$ cat src/design/chbd_pkg.sv
// Shared types, constants and byte classifier for the chunked body decoder.
`default_nettype none
package chbd_pkg;

    localparam int unsigned SIZE_BITS_DEF   = 32;
    localparam int unsigned QUEUE_DEPTH     = 4;
    localparam int unsigned QUEUE_PTR_W     = $clog2(QUEUE_DEPTH);
    localparam int unsigned QUEUE_CNT_W     = $clog2(QUEUE_DEPTH + 1);
    localparam logic [31:0] MAX_BODY_RESET  = 32'd1048576;
    localparam logic [31:0] TOTAL_MAX       = 32'hFFFF_FFFF;

    localparam logic [7:0]  CHAR_SEMI       = 8'h3B;
    localparam logic [7:0]  CHAR_CR         = 8'h0D;
    localparam logic [7:0]  CHAR_LF         = 8'h0A;

    localparam logic [1:0]  ST_BUSY         = 2'd0;
    localparam logic [1:0]  ST_DONE         = 2'd1;
    localparam logic [1:0]  ST_BAD          = 2'd2;
    localparam logic [1:0]  ST_BIG          = 2'd3;

    localparam int unsigned APB_ADDR_W      = 3;
    localparam logic [APB_ADDR_W-1:0] REG_MAX_BODY = 3'd0;

    // Classified input byte handed from the front end to the back end
    typedef struct packed {
        logic [7:0] raw;
        logic       is_hex;
        logic [3:0] hex_val;
        logic       is_semi;
        logic       is_cr;
        logic       is_lf;
    } item_t;

    typedef enum logic [7:0] {
        PH_SIZE    = 8'b0000_0001,
        PH_EXT     = 8'b0000_0010,
        PH_SIZE_LF = 8'b0000_0100,
        PH_DATA    = 8'b0000_1000,
        PH_DATA_CR = 8'b0001_0000,
        PH_DATA_LF = 8'b0010_0000,
        PH_LAST_CR = 8'b0100_0000,
        PH_LAST_LF = 8'b1000_0000
    } phase_t;

    function automatic item_t classify(input logic [7:0] c);
        item_t it;
        it.raw     = c;
        it.is_hex  = 1'b0;
        it.hex_val = 4'd0;
        if (c >= 8'h30 && c <= 8'h39)
        begin
            it.is_hex  = 1'b1;
            it.hex_val = c[3:0];
        end
        else if ((c >= 8'h61 && c <= 8'h66) || (c >= 8'h41 && c <= 8'h46))
        begin
            // letters a-f and A-F share the low three bits
            it.is_hex  = 1'b1;
            it.hex_val = 4'd9 + {1'b0, c[2:0]};
        end
        it.is_semi = (c == CHAR_SEMI);
        it.is_cr   = (c == CHAR_CR);
        it.is_lf   = (c == CHAR_LF);
        return it;
    endfunction

endpackage
`default_nettype wire

$ cat src/design/http_chunked_body_decoder_core.sv
// Path: each accepted byte passes the front register, the queue and then the result register.
// Throughput: one byte per cycle while out_ready stays high; front register, four-entry queue
// and result register absorb short stalls on either side without stopping the other.
// Reset (rst_n, asynchronous, active low): decoder restarts at the size line,
// totals clear, queue empties, max_body_bytes returns to 1048576.
`default_nettype none
module http_chunked_body_decoder_core
#(
    parameter int unsigned SIZE_BITS = chbd_pkg::SIZE_BITS_DEF
)
(
    input  wire logic        clk,
    input  wire logic        rst_n,
    input  wire logic        in_valid,
    output logic             in_ready,
    input  wire logic [7:0]  in_byte,
    output logic             out_valid,
    input  wire logic        out_ready,
    output logic [7:0]       data_byte,
    output logic             data_valid,
    output logic [1:0]       status,
    output logic [31:0]      body_length,
    input  wire logic        psel,
    input  wire logic        penable,
    input  wire logic        pwrite,
    input  wire logic [2:0]  paddr,
    input  wire logic [31:0] pwdata,
    output logic [31:0]      prdata,
    output logic             pready
);
    import chbd_pkg::*;

    logic [31:0] max_body_reg;
    logic [31:0] max_body_next;
    logic        push_valid;
    logic        push_ready;
    item_t       push_item;
    logic        pop_valid;
    logic        pop_ready;
    item_t       pop_item;

    assign pready = 1'b1;
    assign prdata = (paddr == REG_MAX_BODY) ? max_body_reg : 32'd0;

    always_comb
    begin
        max_body_next = max_body_reg;
        if (psel && penable && pwrite && paddr == REG_MAX_BODY)
        begin
            max_body_next = pwdata;
        end
    end

    always_ff @(posedge clk or negedge rst_n)
    begin
        if (!rst_n)
        begin
            max_body_reg <= MAX_BODY_RESET;
        end
        else
        begin
            max_body_reg <= max_body_next;
        end
    end

    chbd_front u_front
    (
        .clk        (clk),
        .rst_n      (rst_n),
        .in_valid   (in_valid),
        .in_ready   (in_ready),
        .in_byte    (in_byte),
        .push_valid (push_valid),
        .push_ready (push_ready),
        .push_item  (push_item)
    );

    chbd_queue u_queue
    (
        .clk        (clk),
        .rst_n      (rst_n),
        .push_valid (push_valid),
        .push_ready (push_ready),
        .push_item  (push_item),
        .pop_valid  (pop_valid),
        .pop_ready  (pop_ready),
        .pop_item   (pop_item)
    );

    chbd_back
    #(
        .SIZE_BITS (SIZE_BITS)
    )
    u_back
    (
        .clk         (clk),
        .rst_n       (rst_n),
        .max_body    (max_body_reg),
        .pop_valid   (pop_valid),
        .pop_ready   (pop_ready),
        .pop_item    (pop_item),
        .out_valid   (out_valid),
        .out_ready   (out_ready),
        .data_byte   (data_byte),
        .data_valid  (data_valid),
        .status      (status),
        .body_length (body_length)
    );

endmodule
`default_nettype wire

$ cat src/design/chbd_front.sv
// Front end: accepts raw bytes, classifies them and registers the result.
`default_nettype none
module chbd_front
(
    input  wire logic            clk,
    input  wire logic            rst_n,
    input  wire logic            in_valid,
    output logic                 in_ready,
    input  wire logic [7:0]      in_byte,
    output logic                 push_valid,
    input  wire logic            push_ready,
    output chbd_pkg::item_t      push_item
);
    import chbd_pkg::*;

    logic  valid_reg;
    logic  valid_next;
    item_t item_reg;

    assign in_ready   = !valid_reg || push_ready;
    assign push_valid = valid_reg;
    assign push_item  = item_reg;

    always_comb
    begin
        valid_next = valid_reg;
        if (in_ready)
        begin
            valid_next = in_valid;
        end
    end

    always_ff @(posedge clk or negedge rst_n)
    begin
        if (!rst_n)
        begin
            valid_reg <= 1'b0;
        end
        else
        begin
            valid_reg <= valid_next;
        end
    end

    always_ff @(posedge clk)
    begin
        if (in_valid && in_ready)
        begin
            item_reg <= classify(in_byte);
        end
    end

endmodule
`default_nettype wire

$ cat src/design/chbd_queue.sv
// Short queue of classified bytes between the front and back ends.
`default_nettype none
module chbd_queue
(
    input  wire logic            clk,
    input  wire logic            rst_n,
    input  wire logic            push_valid,
    output logic                 push_ready,
    input  wire chbd_pkg::item_t push_item,
    output logic                 pop_valid,
    input  wire logic            pop_ready,
    output chbd_pkg::item_t      pop_item
);
    import chbd_pkg::*;

    item_t                  slot_reg [QUEUE_DEPTH];
    logic [QUEUE_PTR_W-1:0] wr_ptr_reg;
    logic [QUEUE_PTR_W-1:0] wr_ptr_next;
    logic [QUEUE_PTR_W-1:0] rd_ptr_reg;
    logic [QUEUE_PTR_W-1:0] rd_ptr_next;
    logic [QUEUE_CNT_W-1:0] count_reg;
    logic [QUEUE_CNT_W-1:0] count_next;
    logic                   do_push;
    logic                   do_pop;

    assign push_ready = (count_reg != QUEUE_CNT_W'(QUEUE_DEPTH));
    assign pop_valid  = (count_reg != '0);
    assign pop_item   = slot_reg[rd_ptr_reg];
    assign do_push    = push_valid && push_ready;
    assign do_pop     = pop_valid && pop_ready;

    always_comb
    begin
        wr_ptr_next = do_push ? wr_ptr_reg + QUEUE_PTR_W'(1) : wr_ptr_reg;
        rd_ptr_next = do_pop ? rd_ptr_reg + QUEUE_PTR_W'(1) : rd_ptr_reg;
        count_next  = count_reg;
        if (do_push && !do_pop)
        begin
            count_next = count_reg + QUEUE_CNT_W'(1);
        end
        else if (do_pop && !do_push)
        begin
            count_next = count_reg - QUEUE_CNT_W'(1);
        end
    end

    always_ff @(posedge clk or negedge rst_n)
    begin
        if (!rst_n)
        begin
            wr_ptr_reg <= '0;
            rd_ptr_reg <= '0;
            count_reg  <= '0;
        end
        else
        begin
            wr_ptr_reg <= wr_ptr_next;
            rd_ptr_reg <= rd_ptr_next;
            count_reg  <= count_next;
        end
    end

    always_ff @(posedge clk)
    begin
        if (do_push)
        begin
            slot_reg[wr_ptr_reg] <= push_item;
        end
    end

endmodule
`default_nettype wire

$ cat src/design/chbd_back.sv
// Back end: chunk framing state machine, length tracking and result register.
`default_nettype none
module chbd_back
#(
    parameter int unsigned SIZE_BITS = chbd_pkg::SIZE_BITS_DEF
)
(
    input  wire logic            clk,
    input  wire logic            rst_n,
    input  wire logic [31:0]     max_body,
    input  wire logic            pop_valid,
    output logic                 pop_ready,
    input  wire chbd_pkg::item_t pop_item,
    output logic                 out_valid,
    input  wire logic            out_ready,
    output logic [7:0]           data_byte,
    output logic                 data_valid,
    output logic [1:0]           status,
    output logic [31:0]          body_length
);
    import chbd_pkg::*;

    phase_t               phase_reg;
    phase_t               phase_next;
    logic [SIZE_BITS-1:0] chunk_reg;
    logic [SIZE_BITS-1:0] chunk_next;
    logic [SIZE_BITS-1:0] chunk_dec;
    logic                 digit_seen_reg;
    logic                 digit_seen_next;
    logic                 ext_cr_reg;
    logic                 ext_cr_next;
    logic [31:0]          total_reg;
    logic [31:0]          total_next;

    logic                 out_valid_reg;
    logic                 out_valid_next;
    logic [7:0]           data_byte_reg;
    logic [7:0]           data_byte_next;
    logic                 data_valid_reg;
    logic                 data_valid_next;
    logic [1:0]           status_reg;
    logic [1:0]           status_next;
    logic [31:0]          body_length_reg;

    logic                 take;

    assign pop_ready   = !out_valid_reg || out_ready;
    assign take        = pop_valid && pop_ready;
    assign out_valid   = out_valid_reg;
    assign data_byte   = data_byte_reg;
    assign data_valid  = data_valid_reg;
    assign status      = status_reg;
    assign body_length = body_length_reg;

    always_comb
    begin
        phase_next      = phase_reg;
        chunk_next      = chunk_reg;
        digit_seen_next = digit_seen_reg;
        ext_cr_next     = ext_cr_reg;
        total_next      = total_reg;
        status_next     = ST_BUSY;
        data_byte_next  = 8'd0;
        data_valid_next = 1'b0;
        chunk_dec       = (chunk_reg != '0) ? chunk_reg - SIZE_BITS'(1) : chunk_reg;

        case (phase_reg)
            PH_SIZE:
            begin
                if (pop_item.is_hex)
                begin
                    // size would spill past SIZE_BITS on this digit
                    if (chunk_reg[SIZE_BITS-1 -: 4] != 4'd0)
                    begin
                        status_next = ST_BIG;
                    end
                    else
                    begin
                        chunk_next      = {chunk_reg[SIZE_BITS-5:0], pop_item.hex_val};
                        digit_seen_next = 1'b1;
                    end
                end
                else if (pop_item.is_semi && digit_seen_reg)
                begin
                    ext_cr_next = 1'b0;
                    phase_next  = PH_EXT;
                end
                else if (pop_item.is_cr && digit_seen_reg)
                begin
                    phase_next = PH_SIZE_LF;
                end
                else
                begin
                    status_next = ST_BAD;
                end
            end
            PH_EXT:
            begin
                if (ext_cr_reg && pop_item.is_lf)
                begin
                    ext_cr_next     = 1'b0;
                    digit_seen_next = 1'b0;
                    phase_next      = (chunk_reg == '0) ? PH_LAST_CR : PH_DATA;
                end
                else
                begin
                    ext_cr_next = pop_item.is_cr;
                end
            end
            PH_SIZE_LF:
            begin
                if (pop_item.is_lf)
                begin
                    ext_cr_next     = 1'b0;
                    digit_seen_next = 1'b0;
                    phase_next      = (chunk_reg == '0) ? PH_LAST_CR : PH_DATA;
                end
                else
                begin
                    status_next = ST_BAD;
                end
            end
            PH_DATA:
            begin
                data_byte_next  = pop_item.raw;
                data_valid_next = 1'b1;
                // total + 1 > max is total >= max; the saturated total is caught too
                if (max_body != 32'd0 && total_reg >= max_body)
                begin
                    status_next = ST_BIG;
                end
                if (total_reg != TOTAL_MAX)
                begin
                    total_next = total_reg + 32'd1;
                end
                chunk_next = chunk_dec;
                if (chunk_dec == '0)
                begin
                    phase_next = PH_DATA_CR;
                end
            end
            PH_DATA_CR:
            begin
                if (pop_item.is_cr)
                begin
                    phase_next = PH_DATA_LF;
                end
                else
                begin
                    status_next = ST_BAD;
                end
            end
            PH_DATA_LF:
            begin
                if (pop_item.is_lf)
                begin
                    phase_next      = PH_SIZE;
                    chunk_next      = '0;
                    digit_seen_next = 1'b0;
                end
                else
                begin
                    status_next = ST_BAD;
                end
            end
            PH_LAST_CR:
            begin
                if (pop_item.is_cr)
                begin
                    phase_next = PH_LAST_LF;
                end
                else
                begin
                    status_next = ST_BAD;
                end
            end
            default:
            begin
                status_next = pop_item.is_lf ? ST_DONE : ST_BAD;
            end
        endcase

        out_valid_next = out_valid_reg;
        if (pop_ready)
        begin
            out_valid_next = pop_valid;
        end
    end

    always_ff @(posedge clk or negedge rst_n)
    begin
        if (!rst_n)
        begin
            phase_reg      <= PH_SIZE;
            chunk_reg      <= '0;
            digit_seen_reg <= 1'b0;
            ext_cr_reg     <= 1'b0;
            total_reg      <= 32'd0;
            out_valid_reg  <= 1'b0;
        end
        else
        begin
            out_valid_reg <= out_valid_next;
            if (take)
            begin
                // restart after any final status
                if (status_next != ST_BUSY)
                begin
                    phase_reg      <= PH_SIZE;
                    chunk_reg      <= '0;
                    digit_seen_reg <= 1'b0;
                    ext_cr_reg     <= 1'b0;
                    total_reg      <= 32'd0;
                end
                else
                begin
                    phase_reg      <= phase_next;
                    chunk_reg      <= chunk_next;
                    digit_seen_reg <= digit_seen_next;
                    ext_cr_reg     <= ext_cr_next;
                    total_reg      <= total_next;
                end
            end
        end
    end

    always_ff @(posedge clk)
    begin
        if (take)
        begin
            data_byte_reg   <= data_byte_next;
            data_valid_reg  <= data_valid_next;
            status_reg      <= status_next;
            body_length_reg <= total_next;
        end
    end

endmodule
`default_nettype wire

$ cat config.mk
export PLATFORM = sky130hd
export DESIGN_NAME = http_chunked_body_decoder_core
export DESIGN_NICKNAME = d
export VERILOG_FILES = /design/src/design/chbd_pkg.sv /design/src/design/http_chunked_body_decoder_core.sv /design/src/design/chbd_front.sv /design/src/design/chbd_queue.sv /design/src/design/chbd_back.sv
export SDC_FILE = /design/constraint.sdc
export NUM_CORES = 1
export LEC_CHECK = 0
export BUFFER_PORTS_ARGS = -buffer_cell sky130_fd_sc_hd__buf_2
export CORE_MARGIN = 1
export CORE_UTILIZATION = 50
export DETAILED_ROUTE_END_ITERATION = 16
export GPL_TIMING_DRIVEN = 0
export PLACE_DENSITY = 0.8
export SYNTH_ARGS = -nofsm -noshare
export SYNTH_HDL_FRONTEND = slang
export SYNTH_HIERARCHICAL = 1
export SYNTH_SLANG_ARGS = --single-unit
$ cat constraint.sdc
create_clock -name clk -period 3.7 [get_ports clk]
set_input_delay 0.74 -clock clk [delete_from_list [all_inputs] [get_ports clk]]
set_output_delay 0.74 -clock clk [all_outputs]
set_load 0.02 [all_outputs]
==> results_dict.tcl <==
set metrics [dict create \
    synth_area_leaders "edfxtp_1 29%, dfrtp_1 22%, ha_1 4.4%, mux2_4 3.5%, o21ai_0 2.7%" \
    fin_skew_ns 0.0111 \
    p_clk_share_pct 21.8 \
    post_cts_buffers 0 \
    grt_overflow 0 \
    firstDrtPassIters 5 \
    clockBufferDepth 3 \
    synth_nets 1205 \
    ys.flop_type "edfxtp_1" \
    yosys.area.top_type "edfxtp_1" \
    die_width_um 162 \
    status "finished clean" \
    dieHeight_um 162 \
    syn_avg_cell_area_um2 11.5 \
    min_path_type "input pin to asynchronous set/reset pin" \
    fillers 2065 \
    die_area_mm2 0.0261 \
    fin_crit_ns 3.57 \
    crit_arrival_ns 4.02 \
    cts_buffers 25 \
    port_buffers 126 \
    clk_pin_slew_ns 0.06 \
    crit_type "register to register" \
    worst_ir_drop_vdd_uv 669 \
    core-area_mm2 0.0251 \
    p_leak_nw 6.33 \
    p_per_area_mw_per_mm2 805 \
    gp_congestion 0.936 \
    hpwlAfterDp_mm 21.9 \
    synth.top_cell.area_share_pct 29.0 \
    r2r-end "u_back/chunk_reg[8]$_DFFE_PN0P_" \
    row_count 58 \
    grt_max_degree 96 \
    ant_nets 0 \
    r2r_slack_ns 0.13 \
    cp.required_ns 4.15 \
    crit_slowest_cell "dfrtp_1" \
    ys.warnings.count 6 \
    final-setup-viol-count 0 \
    crit_chain "ha_1 -> a21o_1 -> a21o_1 -> a221o_1 -> a221oi_1 -> or2_2 -> and3_1 -> clkbuf_1 -> clkbuf_1 -> a32oi_1 -> o22ai_1" \
    cts_resized 0 \
    final_common_cell "buf_2" \
    cp-end-kind "register" \
    path_max_fanout 10 \
    combPwrFrac_pct 46.3 \
    ff2ff_path_depth 11 \
    h-tree-depth 1 \
    io_pins 128 \
    wl_per_cell_um 19.4 \
    finalHoldViolCount 0 \
    antenna_cells 0 \
    num_vias 9511 \
    start_kind "register" \
    cts_tree "built" \
    synth_edf_count 123 \
    drc 0 \
    timing.rr.start "u_back/total_reg[29]$_DFFE_PN0P_" \
    max-cap-violations 0 \
    antenna_found_initial 0 \
    fmax_mhz 280 \
    swShare_pct 41.8 \
    drv_slew 0 \
    routed_wl_mm 31.3 \
    p_seq_share_pct 31.8 \
    fin_util_pct 58.6 \
    ys_ff_latch 238 \
    fin_crit_sh_pct 96.5 \
    mostFrequentLayoutCells "138 x buf_2, 123 x edfxtp_1, 113 x dfrtp_1" \
    drive_gt1_share_pct 21.7 \
    ys_seq_area_share_pct 51.6 \
    cts_sinks 238 \
    critPathMaxStageDelay_ns 0.47 \
    syn_to_final_growth_pct 15.5 \
    p_int_mw 6.89 \
    grt_use_total_pct 24.2 \
    drt_iter0_drc 799 \
    synthArstFlopShare_pct 48.3 \
    start_util_pct 50.7 \
    power.switching_mw 4.95 \
    num-nets-final 1360 \
    worst_slew_pin_slew_ns 0.883 \
    yosysUniqueCellTypes 87 \
    netlist_area_mm2 0.0127 \
    via_per_inst 5.90 \
    place_area_mm2 0.0138 \
    final_area_mm2 0.0147 \
    ctsHoldBuffers 0 \
    clock-root-buffer "clkbuf_16" \
    grt_pass1_wl_mm 49.9 \
    grt_pass1_vias 9475 \
    clk_latency_ns 0.54 \
    largest_register_ff_count 64 \
    slew_headroom_pct 41.2 \
    syn_inst 1109 \
]
## cell families after synthesis
kind of cell	share of synthesized area (%)
AO/OA/AOI/OAI	11.3
multiplexers	6.95
XOR/XNOR	3.70
adder cells (fa/ha/maj)	4.58
flip-flops	51.6
other	0.0294
buffers and inverters	4.65
AND/OR/NAND/NOR	17.2
## how the worst max path moves through the flow
stage,cells past startpoint,endpoint,slack (ns),from
floorplan,8,u_back/total_reg[21]$_DFFE_PN0P_,0.50,out_ready
global placement,9,u_back/total_reg[24]$_DFFE_PN0P_,-0.89,out_ready
detailed placement,10,u_back/chunk_reg[13]$_DFFE_PN0P_,0.15,u_back/total_reg[25]$_DFFE_PN0P_
CTS,12,u_back/phase_reg[3]$_DFFE_PN0P_,0.12,u_back/chunk_reg[0]$_DFFE_PN0P_
global route,13,u_back/total_reg[29]$_DFFE_PN0P_,-0.002,u_queue/rd_ptr_reg[1]$_DFFE_PN0P_
finish,11,u_back/chunk_reg[8]$_DFFE_PN0P_,0.13,u_back/total_reg[29]$_DFFE_PN0P_
## per-layer routing
layer	vias to the layer above	share of wire [%]	track usage, %
li1	4404	-	-
met1	4676	42	32.2
met2	363	48	40.2
met3	68	6.0	3.47
met4	0	3.4	9.56
met5	-	0	0
## Yosys cell counts (all sizes together) (5+ instances only)
master / n
nor3: 28
a22o: 16
nor2b: 6
mux2: 34
clkbuf: 32
edfxtp: 123
or4: 9
xnor2: 27
inv: 64
dfrtp: 113
and2: 49
o21ai: 74
a21oi: 32
ha: 45
o41ai: 5
a21o: 11
nand2b: 15
nand3: 35
a22oi: 13
and3: 16
xor2: 26
o211ai: 5
and4: 7
nand4b: 5
o22ai: 6
buf: 26
a32oi: 7
nor3b: 5
nor4: 29
nor2: 57
mux4: 16
nand4: 19
nand2: 86
o31ai: 12
## critical path, delay by kind of cell (launching register included)
kind,cells,cell delay (ns)
adders and majority gates,1,0.34
buffers and inverters,2,0.84
AOI/OAI and AO/OA,6,1.43
and+or+nand+nor,2,0.40
DFF,1,0.47
## stage by stage
stage          hold slack (ns)  worst slack (ns)  total power, mW  TNS [ns]  instances
2_1_floorplan            0.444             0.502             7.52         0       1109
3_3_place_gp             0.467            -0.887             9.03    -33.62       1565
3_5_place_dp             0.484             0.145             9.10         0       1567
4_1_cts                 0.0321             0.120             11.7         0       1613
5_1_grt                 0.0457          -0.00220             12.5  -0.00220       1613
6_report                0.0471             0.130             11.8         0       1613
## power by group through the flow
stage / Combinational [mW] / Sequential (mW) / Clock (mW)
after floorplan: 3.64 / 3.89 / 0
after global placement: 5.23 / 3.80 / 0
after detailed placement: 5.29 / 3.81 / 0
after CTS: 5.33 / 3.77 / 2.63
after global routing: 5.91 / 3.83 / 2.73
final: 5.49 / 3.77 / 2.59
## cell type report
| cell class | instances | area, µm² | share of cell area, % |
|---|---|---|---|
| buffer | 58 | 360 | 2.45 |
| clock buffer | 31 | 648 | 4.40 |
| clock inverter | 15 | 204 | 1.39 |
| inverter | 64 | 240 | 1.63 |
| multi-input combinational | 749 | 5590 | 38.0 |
| sequential | 238 | 6570 | 44.7 |
| tap | 330 | 413 | 2.81 |
| timing repair buffer | 128 | 684 | 4.65 |
Note: power is estimated with default switching activity, not from simulation.
